**config.mk**
```make
export PLATFORM = sky130hd
export DESIGN_NAME = websocket_frame_deframer
export DESIGN_NICKNAME = d
export VERILOG_FILES = /design/src/hdl/wsdf_pkg.sv /design/src/hdl/websocket_frame_deframer.sv
export SDC_FILE = /design/constraint.sdc
export NUM_CORES = 1
export LEC_CHECK = 0
export BUFFER_PORTS_ARGS = -buffer_cell sky130_fd_sc_hd__clkbuf_2
export CAP_MARGIN = 20
export CORE_AREA = 2 2 167 169
export CTS_CLUSTER_DIAMETER = 60
export DETAILED_ROUTE_END_ITERATION = 12
export DIE_AREA = 0 0 169 171
export SKIP_LAST_GASP = 1
export SLEW_MARGIN = 20
export SYNTH_ARGS = -nofsm -noshare
export SYNTH_HDL_FRONTEND = slang
export SYNTH_SLANG_ARGS = --single-unit
export TNS_END_PERCENT = 10
```
**constraint.sdc**
```tcl
create_clock -name clk_i -period 9.3 [get_ports clk_i]
set_input_delay 0.93 -clock clk_i [delete_from_list [all_inputs] [get_ports clk_i]]
set_output_delay 0.93 -clock clk_i [all_outputs]
set_load 0.03 [all_outputs]
```
**src/hdl/wsdf_pkg.sv**
```systemverilog
// websocket frame deframer package: parse phases, opcode and length codes
// used by the deframer top level and its port checker
`timescale 1ns / 1ps
`default_nettype none

package wsdf_pkg;

  localparam int unsigned MaxLenW   = 17;
  localparam int unsigned LenW      = 64;
  localparam int unsigned KeyW      = 32;

  localparam logic [MaxLenW-1:0] MaxLenRst = 17'h10000;

  localparam logic [3:0] OpBinary = 4'h2;
  localparam logic [6:0] Len16Code = 7'd126;
  localparam logic [6:0] Len64Code = 7'd127;
  localparam logic [3:0] Ext16Bytes = 4'd2;
  localparam logic [3:0] Ext64Bytes = 4'd8;

  typedef enum logic [2:0] {
    PH_HDR0    = 3'd0,
    PH_HDR1    = 3'd1,
    PH_EXTLEN  = 3'd2,
    PH_MASKKEY = 3'd3,
    PH_PAYLOAD = 3'd4,
    PH_SKIP    = 3'd5
  } phase_e;

  typedef struct packed {
    logic [7:0] payload_byte;
    logic       last_of_frame;
    logic       empty_frame;
    logic       too_long;
  } result_t;

endpackage

`default_nettype wire

```
**src/hdl/websocket_frame_deframer.sv**
```systemverilog
// websocket frame deframer top level: byte-wide frame header parser with
// payload unmasking; depends on wsdf_pkg
//
// channel  direction  handshake                    payload
// in       input      in_valid_i / in_stall_o      rx_byte_i, restart_i
// out      output     out_valid_o / out_stall_i    payload_byte_o, last_of_frame_o,
//                                                  empty_frame_o, too_long_o
// cfg      input      max_payload_len_we_i         max_payload_len_i
//
// one byte per cycle while the output is not stalled; an accepted request passes the input
// register, then the parser step writes its result into the result register
// the 64-bit length decrement and the oversize compare set the parser step path
// reset clears the parser and sets the length limit to 65536
// a stalled result holds the parser; the input register then fills and stalls the input
`timescale 1ns / 1ps
`default_nettype none

module websocket_frame_deframer import wsdf_pkg::*; (
  input  wire logic               clk_i,
  input  wire logic               rst_ni,
  input  wire logic               in_valid_i,
  output logic                    in_stall_o,
  input  wire logic [7:0]         rx_byte_i,
  input  wire logic               restart_i,
  output logic                    out_valid_o,
  input  wire logic               out_stall_i,
  output logic [7:0]              payload_byte_o,
  output logic                    last_of_frame_o,
  output logic                    empty_frame_o,
  output logic                    too_long_o,
  input  wire logic               max_payload_len_we_i,
  input  wire logic [MaxLenW-1:0] max_payload_len_i
);

  logic               in_valid_q;
  logic [7:0]         byte_q;
  logic               restart_q;
  logic [MaxLenW-1:0] max_len_q;

  phase_e             phase_q, phase_d;
  logic [3:0]         opcode_q, opcode_d;
  logic               mask_q, mask_d;
  logic [LenW-1:0]    len_q, len_d;
  logic [3:0]         ext_q, ext_d;
  logic [KeyW-1:0]    key_q, key_d;
  logic [1:0]         midx_q, midx_d;

  logic               out_valid_q;
  result_t            res_q, res_d;
  logic               res_v;
  logic               can_step;
  logic               fire;
  logic               hdr_done;
  logic               over;
  logic [7:0]         key_byte;

  assign can_step   = !out_valid_q || !out_stall_i;
  assign fire       = in_valid_q && can_step;
  assign in_stall_o = in_valid_q && !can_step;

  assign over     = (|len_d[LenW-1:MaxLenW]) || (len_d[MaxLenW-1:0] > max_len_q);
  assign key_byte = mask_q ? key_q[{~midx_q, 3'b000} +: 8] : 8'h00;

  always_comb begin
    phase_d  = phase_q;
    opcode_d = opcode_q;
    mask_d   = mask_q;
    len_d    = len_q;
    ext_d    = ext_q;
    key_d    = key_q;
    midx_d   = midx_q;
    res_v    = 1'b0;
    res_d    = '0;
    hdr_done = 1'b0;
    if (fire) begin
      if (restart_q) begin
        phase_d  = PH_HDR0;
        opcode_d = '0;
        mask_d   = 1'b0;
        len_d    = '0;
        ext_d    = '0;
        key_d    = '0;
        midx_d   = '0;
      end else begin
        unique case (phase_q)
          PH_HDR0: begin
            opcode_d = byte_q[3:0];
            phase_d  = PH_HDR1;
          end
          PH_HDR1: begin
            mask_d = byte_q[7];
            key_d  = '0;
            midx_d = '0;
            if (byte_q[6:0] == Len16Code || byte_q[6:0] == Len64Code) begin
              len_d   = '0;
              ext_d   = (byte_q[6:0] == Len16Code) ? Ext16Bytes : Ext64Bytes;
              phase_d = PH_EXTLEN;
            end else begin
              len_d = {{(LenW-7){1'b0}}, byte_q[6:0]};
              ext_d = '0;
              if (byte_q[7]) begin
                phase_d = PH_MASKKEY;
              end else begin
                hdr_done = 1'b1;
              end
            end
          end
          PH_EXTLEN: begin
            len_d = {len_q[LenW-9:0], byte_q};
            ext_d = ext_q - 4'd1;
            if (ext_d == 4'd0) begin
              if (mask_q) begin
                midx_d  = '0;
                phase_d = PH_MASKKEY;
              end else begin
                hdr_done = 1'b1;
              end
            end
          end
          PH_MASKKEY: begin
            key_d  = {key_q[KeyW-9:0], byte_q};
            midx_d = midx_q + 2'd1;
            if (midx_d == 2'd0) begin
              hdr_done = 1'b1;
            end
          end
          PH_PAYLOAD: begin
            midx_d              = midx_q + 2'd1;
            len_d               = len_q - 64'd1;
            res_v               = 1'b1;
            res_d.payload_byte  = byte_q ^ key_byte;
            res_d.last_of_frame = (len_q == 64'd1);
            if (len_q == 64'd1) begin
              phase_d = PH_HDR0;
            end
          end
          PH_SKIP: begin
            if (len_q != '0) begin
              len_d = len_q - 64'd1;
            end
            if (len_q <= 64'd1) begin
              phase_d = PH_HDR0;
            end
          end
          default: begin
            phase_d  = PH_HDR0;
            opcode_d = '0;
            mask_d   = 1'b0;
            len_d    = '0;
            ext_d    = '0;
            key_d    = '0;
            midx_d   = '0;
          end
        endcase

        // header complete: route the frame
        if (hdr_done) begin
          midx_d = '0;
          if (opcode_q == OpBinary) begin
            priority if (over) begin
              phase_d             = PH_SKIP;
              res_v               = 1'b1;
              res_d.last_of_frame = 1'b1;
              res_d.too_long      = 1'b1;
            end else if (len_d == '0) begin
              phase_d             = PH_HDR0;
              res_v               = 1'b1;
              res_d.last_of_frame = 1'b1;
              res_d.empty_frame   = 1'b1;
            end else begin
              phase_d = PH_PAYLOAD;
            end
          end else begin
            phase_d = (len_d == '0) ? PH_HDR0 : PH_SKIP;
          end
        end
      end
    end
  end

  // input register
  always_ff @(posedge clk_i or negedge rst_ni) begin
    if (!rst_ni) begin
      in_valid_q <= 1'b0;
    end else if (!in_stall_o) begin
      in_valid_q <= in_valid_i;
    end
  end

  always_ff @(posedge clk_i) begin
    if (!in_stall_o && in_valid_i) begin
      byte_q    <= rx_byte_i;
      restart_q <= restart_i;
    end
  end

  // length limit
  always_ff @(posedge clk_i or negedge rst_ni) begin
    if (!rst_ni) begin
      max_len_q <= MaxLenRst;
    end else if (max_payload_len_we_i) begin
      max_len_q <= max_payload_len_i;
    end
  end

  // parser state
  always_ff @(posedge clk_i or negedge rst_ni) begin
    if (!rst_ni) begin
      phase_q  <= PH_HDR0;
      opcode_q <= '0;
      mask_q   <= 1'b0;
      len_q    <= '0;
      ext_q    <= '0;
      key_q    <= '0;
      midx_q   <= '0;
    end else begin
      phase_q  <= phase_d;
      opcode_q <= opcode_d;
      mask_q   <= mask_d;
      len_q    <= len_d;
      ext_q    <= ext_d;
      key_q    <= key_d;
      midx_q   <= midx_d;
    end
  end

  // result register
  always_ff @(posedge clk_i or negedge rst_ni) begin
    if (!rst_ni) begin
      out_valid_q <= 1'b0;
    end else if (can_step) begin
      out_valid_q <= fire && res_v;
    end
  end

  always_ff @(posedge clk_i) begin
    if (fire && res_v) begin
      res_q <= res_d;
    end
  end

  assign out_valid_o     = out_valid_q;
  assign payload_byte_o  = res_q.payload_byte;
  assign last_of_frame_o = res_q.last_of_frame;
  assign empty_frame_o   = res_q.empty_frame;
  assign too_long_o      = res_q.too_long;

endmodule

`default_nettype wire

```
==> results of run 1 <==
[per-layer routing]
| layer | track usage (%) | vias to the layer above |
|---|---|---|
| li1 | - | 4867 |
| met4 | 19.7 | 2 |
| met1 | 43.5 | 5336 |
| met3 | 8.54 | 196 |
| met2 | 49.1 | 783 |
| met5 | 0 | - |
[flip-flops by register name, summed over array words and instances, names as in the netlist, 2 cells and up]
signal,cells
phase_q,3
opcode_q,4
byte_q,8
key_q,32
ext_q,4
len_q,64
payload_byte_o,8
midx_q,2
max_len_q,17
[synth_stat cells, types with 26 or more instances]
cell / number
inv_1: 36
a22oi_1: 27
nand3_1: 33
o21ai_0: 132
a21oi_1: 50
nor4_1: 48
nand2_1: 193
dfrtp_1: 128
nor3_1: 44
nor2_1: 77
nand4_1: 30
or4_1: 26
clkbuf_1: 102
[final cells by class]
cell class	count	area share (%)
repair buffers	76	3.95
clock inverters	13	1.52
multi-input cells	1012	53.5
flip-flops and latches	149	32.3
well taps	346	3.65
inverters	36	1.14
clock buffers	19	4.01
[where the power goes]
group          switching, mW  internal [mW]  total (mW)
registers              0.230          0.750       0.981
clock network          0.332          0.442       0.774
logic                   2.56           1.14        3.70
total                   3.12           2.33        5.45
[worst paths after layout]
path                                     end  slack [ns]       from
max                        payload_byte_o[0]        2.87  len_q[18]
min                                key_q[27]        0.48  key_q[27]
max reg2reg                payload_byte_o[0]        2.87  len_q[18]
min reg2reg                        key_q[27]        0.48  key_q[27]
max in group asynchronous           len_q[6]        7.60     rst_ni
min in group asynchronous          len_q[57]        0.49     rst_ni
[stage by stage]
step | worst slack, ns | utilization (%)
finish | 2.87 | 43.4
floorplan | 3.88 | -
detailed placement | 3.02 | 41.0
global placement | 3.04 | 41.0
CTS | 2.98 | 43.4
global route | 2.50 | 43.4
[cell families (layout without fill, tap and decap cells)]
group                    count (synthesis)  count (layout)  share of synthesized area, %
adder cells (fa/ha/maj)                 23              23                          2.68
AO/OA/AOI/OAI                          375             375                          22.9
buffers and inverters                  155             144                          5.60
AND/OR/NAND/NOR                        557             557                          27.4
flip-flops                             149             149                          35.6
multiplexers                            16              16                          2.46
XOR/XNOR                                41              41                          3.34
[critical path: stages (launching register included)]
cell and delay [ns]:
dfrtp_1 0.56, nor4_4 0.61, nand4_1 0.37, or4_1 0.63, o21ai_0 0.18, buf_4 0.28, a21oi_1 0.12, a31oi_1 0.22
nor2_1 0.06, nor2_1 0.24, ha_1 0.29, nand4_1 0.12, nor2_1 0.07, a21boi_0 0.13, o41ai_1 0.31, a32oi_1 0.17
or3_1 0.44, nor4_1 0.20, nand4_1 0.26, nor4_2 0.41, a21oi_1 0.39
==> metrics, run 1 <==
sequential fraction of the synthesis area 35.6%; n_diodes 0; post-synthesis net count 1370; GRT overflow 0; Pleak 4.99 nW; Data arrival, critical path 6.53 ns; CTS tree done; Finished Cell Area 11900 µm²; Slew Limit Fails 0; asr flop ratio synth 86.6%; Hold WS 0.482 ns; DRT Wirelength 47100 µm; Ports 44; fmax 155 MHz; placed insts 1619; most common library cell in the layout ignoring fill and taps nand2_1; drc violations 0; non-filler cells, final 1651; gr usage total 33.1%; CTS Root Cell clkbuf_16; DR pass1 iterations 7; routed wl met3 5110 µm; Post-CTS Resized 0; first-pass GRT wire length 70700 µm; Worst Setup Start Kind flip-flop; vias in the first global route 10624; DR vias/cell 6.77; Ys Warns 0; unrepaired setup endpoints after global routing false; DR WL/cell 28.5 µm; clock sinks 149; clock skew 0.0167 ns; commonest cells after routing, fill and taps aside nand2_1 (193), o21ai_0 (132), dfrtp_1 (128); status finished, final reports clean; Post-synth EDFFs 20; period utilization 69.2%; initial DRC count 1962; via count 11184; relative slew slack 21.8%; full die area 28900 µm²; worst IR drop on VDD 0.249 mV; setup TNS 0 ns; flip-flop and latch area 3830 µm²; Synth top area share 29.8%; met1 WL 18900 µm; Power Total 5.45 mW; Fillers 2716; H-tree levels 4; clock slew at reported path FFs 0.07 ns; Final min period 6.43 ns; Layout Nets 1346; register bit total from synthesis 149; row cnt 61; Post-DRT Antenna Nets 0; Num CTS Buffers 17; Min-Delay Path Class reg2reg; Placer Congestion 1.05; Least-Margin Pin Slew 1.16 ns; synthesized area per cell 8.17 µm²; dpl cell area 11200 µm²; met2 wire len 20000 µm; Skew-Pair Late Insertion Delay 0.46 ns; cell taking the most area after synthesis dfrtp_1; CP required 9.40 ns; Setup CP Type reg2reg; Syn Inst Count 1316; Reg2Reg Depth 20; max layer used met5; Synth cell types 84; P&R area growth vs syn 10.4%; I/O Buffers 43; Post-CTS Hold Buffers 0; Power Density 459 nW/µm²; die height 171 µm; area of the multi-input gates 6350 µm²; Crit. End Element flip-flop; cell area after synthesis 10800 µm²; die width 169 µm; max-cap violation count 0; largest net degree at the start of global routing 78; Starting Density 39.3%; core area 27300 µm²; Post-CTS Setup Bufs 0; Worst Hold Depth 2; worst-case clock buffer depth 2; DP Wirelength 33100 µm; initial antenna violation count 1; Fin. Hold Viols 0; Worst Path Max Fanout 13; top_reg_cell synth dfrtp_1; largest cells by area after synthesis dfrtp_1 (30%), nand2_1 (6.7%), o21ai_0 (6.1%); share of layout cells above drive strength 1 12.1%; final setup vio count 0
No activity file was read; power rests on OpenSTA's default activity.
==> run 2: changes to the inputs <==
==> constraint.sdc (replaced) <==
create_clock -name clk_i -period 6.05 [get_ports clk_i]
set_input_delay 0.605 -clock clk_i [delete_from_list [all_inputs] [get_ports clk_i]]
set_output_delay 0.605 -clock clk_i [all_outputs]
set_load 0.03 [all_outputs]
==> metrics, run 2 (synthesis results as in run 1) <==
Worst Path Max Fanout 7; H-tree levels 4; CP required 6.23 ns; DR pass1 iterations 9; P&R area growth vs syn 17.2%; final setup vio count 0; placed insts 1719; clock skew 0.0198 ns; max-cap violation count 0; flip-flop count of the largest register after layout 64; GRT overflow 0; DR WL/cell 27.2 µm; core area 27300 µm²; CP dominant cell by count buf_4; unrepaired setup endpoints after global routing false; Fillers 2736; Largest Register len_q; Power Density 721 nW/µm²; gr usage total 33.1%; die width 169 µm; drc violations 0; Num CTS Buffers 17; relative slew slack 23.0%; initial antenna violation count 2; crit path cell chain or4_1 > or4_1 > o21ai_0 > buf_4 > a221oi_1 > o22ai_1 > ha_1 > nor2b_1 > o21bai_1 > a21boi_0 > o41ai_1 > a32oi_1 > or3_1 > nor4_1 > nand4_1 > buf_4 > buf_4 > o41ai_4 > nand3_1; die height 171 µm; DP Wirelength 34100 µm; Setup CP Type reg2reg; Final min period 5.66 ns; global routing usage on met1 42.0%; non-filler cells, final 1753; Fin. Hold Viols 0; Post-DRT Antenna Nets 0; clock slew at reported path FFs 0.07 ns; worst IR drop on VDD 0.289 mV; worst-case clock buffer depth 2; Min-Delay Path Class in2async; full die area 28900 µm²; Starting Density 39.3%; Crit path largest cell delay 0.74 ns; I/O Buffers 43; Slew Limit Fails 0; vias in the first global route 10939; clock sinks 149; CTS tree done; Regs by FF count len_q x64, key_q x32, max_len_q x17; Ports 44; largest net degree at the start of global routing 75; Worst Setup Start Kind flip-flop; DR vias/cell 6.73; Power Total 9.09 mW; via count 11793; share of layout cells above drive strength 1 18.4%; initial DRC count 2117; Hold WS 0.149 ns; status finished, final reports clean; CTS Root Cell clkbuf_16; Least-Margin Pin Slew 1.15 ns; most common library cell in the layout ignoring fill and taps nand2_1; Final Util 46.1%; GRT met3 Usage 10.8%; Crit. End Element flip-flop; Pleak 5.48 nW; period utilization 93.6%; Skew-Pair Late Insertion Delay 0.45 ns; commonest cells after routing, fill and taps aside nand2_1 (193), buf_4 (133), o21ai_0 (132); DRT Wirelength 47700 µm; Data arrival, critical path 5.84 ns; Layout Nets 1447; setup TNS 0 ns; row cnt 61; first-pass GRT wire length 70500 µm; Placer Congestion 1.07; Top Usage Layer GRT met2; fmax 177 MHz; CP max-delay cell or4_1; GRT met2 Usage 49.2%
run 2: cell types whose count changed in the layout (fill, tap and decap cells not counted), moves of 2 or more:
cell / before / now
clkinv_8: 2 / 4
buf_4: 33 / 133
inv_6: 2 / 5
clkbuf_16: 19 / 17
run 2: metal layers:
metal / vias up / wire length (µm)
li1: 5074 / -
met1: 5481 / 17800
met2: 956 / 19900
met3: 278 / 6170
met4: 4 / 3740
met5: - / 22
run 2: metrics by stage:
step,setup WS [ns],instance area (µm²)
global placement,0.420,12000
finish,0.387,12600
floorplan,0.625,10800
CTS,0.358,12600
global route,0.0822,12600
detailed placement,0.371,12000
run 2: cell type report:
class,instances,area (µm²),area share [%]
multi-input combinational,1012,6350,50.4
sequential,149,3830,30.4
timing repair buffer,177,1240,9.84
tap,346,433,3.44
clock buffer,17,425,3.38
clock inverter,15,185,1.47
inverter,36,135,1.07
antenna,1,2.50,0.0199
run 2: final timing paths:
kind                                   start         endpoint  slack (ns)  cells after the start
min in group clk_i              rx_byte_i[5]        byte_q[5]        0.34                      1
worst min register to register     key_q[24]        key_q[24]        0.48                      2
worst max register to register     len_q[61]  last_of_frame_o        0.39                     19
worst min-delay path                  rst_ni        len_q[58]        0.15                      1
worst max-delay path               len_q[61]  last_of_frame_o        0.39                     19
max in group asynchronous             rst_ni      opcode_q[1]        4.64                      2
run 2: critical path, delay by kind of cell (launching register included):
family | cells | cell delay [ns]
AOI/OAI and AO/OA | 8 | 1.79
adders and majority gates | 1 | 0.29
buffers and inverters | 3 | 0.55
DFF | 1 | 0.44
and+or+nand+nor | 7 | 2.31
run 2: repair_timing:
item                                   CTS  global route
resized for setup                        0             2
hold buffers                             0             0
endpoints found under the hold margin    0             0
buffers inserted                         0             1
setup endpoints to repair                0            15
run 2: report_power, final:
| group | internal (mW) | switching [mW] | total (mW) |
|---|---|---|---|
| logic | 2.35 | 4.24 | 6.59 |
| registers | 1.16 | 0.202 | 1.36 |
| clock network | 0.595 | 0.547 | 1.14 |
